===== config.mk =====
export PLATFORM = sky130hd
export DESIGN_NAME = spre_ram
export DESIGN_NICKNAME = d
export VERILOG_FILES = /design/src/rtl/slotted_page_record_engine_core_assert.svh /design/src/rtl/spre_ram.sv
export SDC_FILE = /design/constraint.sdc
export NUM_CORES = 2
export LEC_CHECK = 0
export BUFFER_PORTS_ARGS = -buffer_cell sky130_fd_sc_hd__buf_2
export CORE_ASPECT_RATIO = 1.1
export CORE_MARGIN = 10
export CORE_UTILIZATION = 50
export DETAILED_ROUTE_END_ITERATION = 16
export MAX_ROUTING_LAYER = met4
export PLACE_DENSITY = 0.61
export SLEW_MARGIN = 20
export SYNTH_ARGS = -nofsm -noshare
export SYNTH_HDL_FRONTEND = slang
export SYNTH_SLANG_ARGS = --single-unit

===== constraint.sdc =====
create_clock -name clock -period 3.5 [get_ports clock]
set_input_delay 0.525 -clock clock [delete_from_list [all_inputs] [get_ports clock]]
set_output_delay 0.525 -clock clock [all_outputs]
set_load 0.1 [all_outputs]

===== src/rtl/slotted_page_record_engine_core_assert.svh =====
// ----------------------------------------------------------------------------
// Slotted page record engine - assertion macros
// Shared concurrent assertion forms used by the core.
// ----------------------------------------------------------------------------
`ifndef SLOTTED_PAGE_RECORD_ENGINE_CORE_ASSERT_SVH
`define SLOTTED_PAGE_RECORD_ENGINE_CORE_ASSERT_SVH

// condition holds at every edge outside reset
`define SPRE_ASSERT_ALWAYS(lbl, clk, rst, cond) \
   lbl: assert property (@(posedge clk) disable iff (rst) (cond)) \
      else $error("spre: invariant violated");

// antecedent at one edge implies consequent at the next
`define SPRE_ASSERT_NEXT(lbl, clk, rst, ante, cons) \
   lbl: assert property (@(posedge clk) disable iff (rst) (ante) |=> (cons)) \
      else $error("spre: sequence violated");

`endif


===== src/rtl/spre_ram.sv =====
// ----------------------------------------------------------------------------
// Slotted page record engine - generic RAM
// One write port, one read port with registered, read-enabled output.
// ----------------------------------------------------------------------------
module spre_ram #(
   parameter int WIDTH = 8,
   parameter int DEPTH = 256
) (
   input  logic                     clock,
   input  logic                     wr_en,
   input  logic [$clog2(DEPTH)-1:0] wr_addr,
   input  logic [WIDTH-1:0]         wr_data,
   input  logic                     rd_en,
   input  logic [$clog2(DEPTH)-1:0] rd_addr,
   output logic [WIDTH-1:0]         rd_data
);

   logic [WIDTH-1:0] mem [DEPTH];

   always_ff @(posedge clock) begin
      if (wr_en) begin
         mem[wr_addr] <= wr_data;
      end
      if (rd_en) begin
         rd_data <= mem[rd_addr];
      end
   end

endmodule


==> reports/summary.txt <==
Result of the run: finished, final reports clean
Worst setup path category: input port to flop
Worst Tran Pin Value: 1150 ps
Maximum vdd ir drop: 0.472 mV
Relative slew slack: 22.8%
Final-report setup violation count: 0
Achievable clock frequency: 325 MHz
MaxCap Viol Count: 0
Max-slew violations: 0
Clock tree from TritonCTS: yes
Nature of the critical path startpoint: input port
RSZ-0062 raised after global routing: false
Commonest register cell after synthesis: sky130_fd_sc_hd__edfxtp_1
Clock input transition at the sequential cells of the worst setup and hold paths: 60 ps
Static leakage power: 28.8 nW
Setup Total Neg Slack: 0 ps
Hold Path Class: input port to flop
Clock insertion delay at the later pin of the skew report: 840 ps
Largest cells by area after synthesis: sky130_fd_sc_hd__edfxtp_1 (78%), sky130_fd_sc_hd__mux4_2 (13%), sky130_fd_sc_hd__mux2i_1 (1.7%)
Number of unique standard cell types used by synthesis: 54
CP required: 4060 ps
Final antenna-violating net count: 0
Final weighted congestion in routability-driven placement: 0.852
Number of synthesized flops with an enable pin: 2056
Core Rows: 153
P per Cell Area: 554 nW/um^2
Final routed DRC violation total: 0
DR iter-0 viols: 4745
Placed cells: 6028
Final worst-path cycle share: 87.9%
Average cell area after synthesis: 21.3 sq um
Share of final-layout standard cells stronger than drive strength 1: 27.7%
1st-pass router iterations: 5
Ys async rst share: 0%
Register-to-register setup slack: 460 ps
Maximum fanout along the worst path: 20
CTS sink cnt: 2056
Largest net degree at the start of global routing: 121
Count of mapped cells out of synthesis: 3733
Share of synthesized area occupied by flip-flops and latches: 77.5%
Number of buffers added by the clock tree synthesis step: 199
Initial antenna violation count: 14
Time the final worst path needs with I/O delays and setup: 3080 ps
Resized cells post-CTS: 0
Core area: 158000 sq um
Placed standard-cell area: 84800 sq um
Die width: 401 microns
Layout overhead on the synthesized area: 14.4%
Height of the chip: 439 microns
Arrival @ worst endpoint: 3630 ps
Grt ovf: 0
DRT Wirelength: 198000 microns
Maximum buffer depth of the clock tree: 3
Number of buffers inserted by hold repair at cts: 0
Count of pins on the block boundary: 35
Total half-perimeter wirelength after legalization and detailed placement: 126000 microns
Clock tree root driver cell: sky130_fd_sc_hd__clkbuf_16
Worst Skew: 23.1 ps
Final Hold Violating Endpoints: 0
Number of vias in the routed layout: 39500
IO Port Bufs: 34
Overall routing resource usage: 23.1%
Count of H-tree levels built during CTS: 4
Synth top area share: 77.5%
Syn. warnings: 0
WL/cell: 30.9 microns
Mapped Area: 79600 sq um
Core Util, Final: 57.6%
Seq cells post-synth: 2056
Fillers: 11600
Post-synthesis net count: 3760
Wire length of the first global-routing pass: 289000 microns
Buffers inserted by post-CTS timing repair: 0
Via count of the first global-routing pass: 40100
Crit. End Element: flop
Post-synth top area cell: sky130_fd_sc_hd__edfxtp_1
Fin cells: 6408
Non-Filler Cell Area, Final: 91100 sq um
Via-per-instance ratio: 6.16
Initial Utilization: 50.4%
Net total in the final layout: 4164
Floorplan die area: 176000 sq um
## routing by layer
metal / share of wire [%] / global-route usage [%] / routed length (microns)
met1: 41 / 31.1 / 81100
met2: 50 / 37.1 / 99100
met3: 7.0 / 4.05 / 13800
met4: 2.0 / 5.67 / 4040
met5: 0 / - / 0
## worst max-delay path, cell delays in order
cell and delay, ps:
sky130_fd_sc_hd__buf_8 250, sky130_fd_sc_hd__buf_12 260, sky130_fd_sc_hd__buf_4 270, sky130_fd_sc_hd__mux4_2 550, sky130_fd_sc_hd__a22oi_1 360, sky130_fd_sc_hd__a21oi_1 200, sky130_fd_sc_hd__nor4_1 870, sky130_fd_sc_hd__buf_4 250
sky130_fd_sc_hd__nor4_2 40
## kinds of logic after synthesis
logic type             synth area share, %
buffers and inverters                 1.83
AND/OR/NAND/NOR                       2.63
multiplexers                          14.6
AO/OA/AOI/OAI                         3.42
flip-flops                            77.5
## where the power goes
group          internal (W)  leakage (nW)  switching, W
combinational      0.000965          7.25       0.00171
clock                0.0115          3.06       0.00911
sequential           0.0272          18.5     0.0000315
## stage by stage
step / power [W] / setup slack (ps) / hold WS, ps
6_report: 0.0505 / 423 / 72.3
5_1_grt: 0.0519 / 391 / 36.1
4_1_cts: 0.0508 / 449 / 13.3
3_5_place_dp: 0.0304 / -400 / 933
3_3_place_gp: 0.0304 / -1000 / 934
2_1_floorplan: 0.0291 / 899 / 624
## cell type report
class	count	area, sq um	share of cell area, %
Sequential cell	2056	61700	67.8
Timing Repair Buffer	436	3940	4.33
Inverter	2	7.51	0.00824
Clock buffer	251	5220	5.73
Clock inverter	117	1020	1.12
Multi-Input combinational cell	1442	16500	18.1
Tap cell	2092	2620	2.87
Antenna cell	12	30.0	0.0330
## registers in the layout, indices dropped and copies added (netlist names)
name,cells
rd_data,8
mem,2048
## final timing paths
path                              from              endpoint  depth (start not counted)
hold / removal              wr_data[2]  mem[68][2]$_DFFE_PP_                          1
hold reg to reg   mem[47][6]$_DFFE_PP_  rd_data[6]$_DFFE_PP_                          6
setup / recovery            rd_addr[0]  rd_data[6]$_DFFE_PP_                          9
setup reg to reg  mem[83][5]$_DFFE_PP_  rd_data[5]$_DFFE_PP_                          6
## cells in the final DEF (no fill, tap or decap), types with 12 or more instances in the layout
cell / n
sky130_fd_sc_hd__a211oi_1: 16
sky130_fd_sc_hd__a21oi_1: 96
sky130_fd_sc_hd__a221oi_1: 13
sky130_fd_sc_hd__a22oi_1: 133
sky130_fd_sc_hd__buf_12: 52
sky130_fd_sc_hd__buf_2: 22
sky130_fd_sc_hd__buf_4: 352
sky130_fd_sc_hd__bufinv_16: 13
sky130_fd_sc_hd__clkbuf_1: 50
sky130_fd_sc_hd__clkbuf_16: 201
sky130_fd_sc_hd__clkinv_1: 42
sky130_fd_sc_hd__clkinv_2: 43
sky130_fd_sc_hd__diode_2: 12
sky130_fd_sc_hd__edfxtp_1: 2056
sky130_fd_sc_hd__mux2i_1: 134
sky130_fd_sc_hd__mux4_2: 454
sky130_fd_sc_hd__nand2_1: 33
sky130_fd_sc_hd__nand3_1: 30
sky130_fd_sc_hd__nor2_1: 279
sky130_fd_sc_hd__nor2b_1: 28
sky130_fd_sc_hd__nor3_1: 22
sky130_fd_sc_hd__nor4_1: 23
sky130_fd_sc_hd__o221ai_1: 46
sky130_fd_sc_hd__o22ai_1: 28
## cells in the mapped netlist (all sizes together), types with 2 or more instances
library cell	instances
nor2b	31
and2	6
edfxtp	2056
o211ai	10
o21ai	12
o22ai	28
o221ai	47
a221oi	14
o22a	5
nand2	33
a22o	8
a21oi	96
mux4	456
clkbuf	111
nand3	34
nand4	10
or2	4
nor2	282
o32ai	5
buf	122
a31oi	2
nand2b	8
a311oi	2
nor4	27
mux2i	134
a2111oi	5
and3b	2
nand3b	2
a211oi	16
a22oi	133
nor3	22
Power figures use the tool's default switching activity.
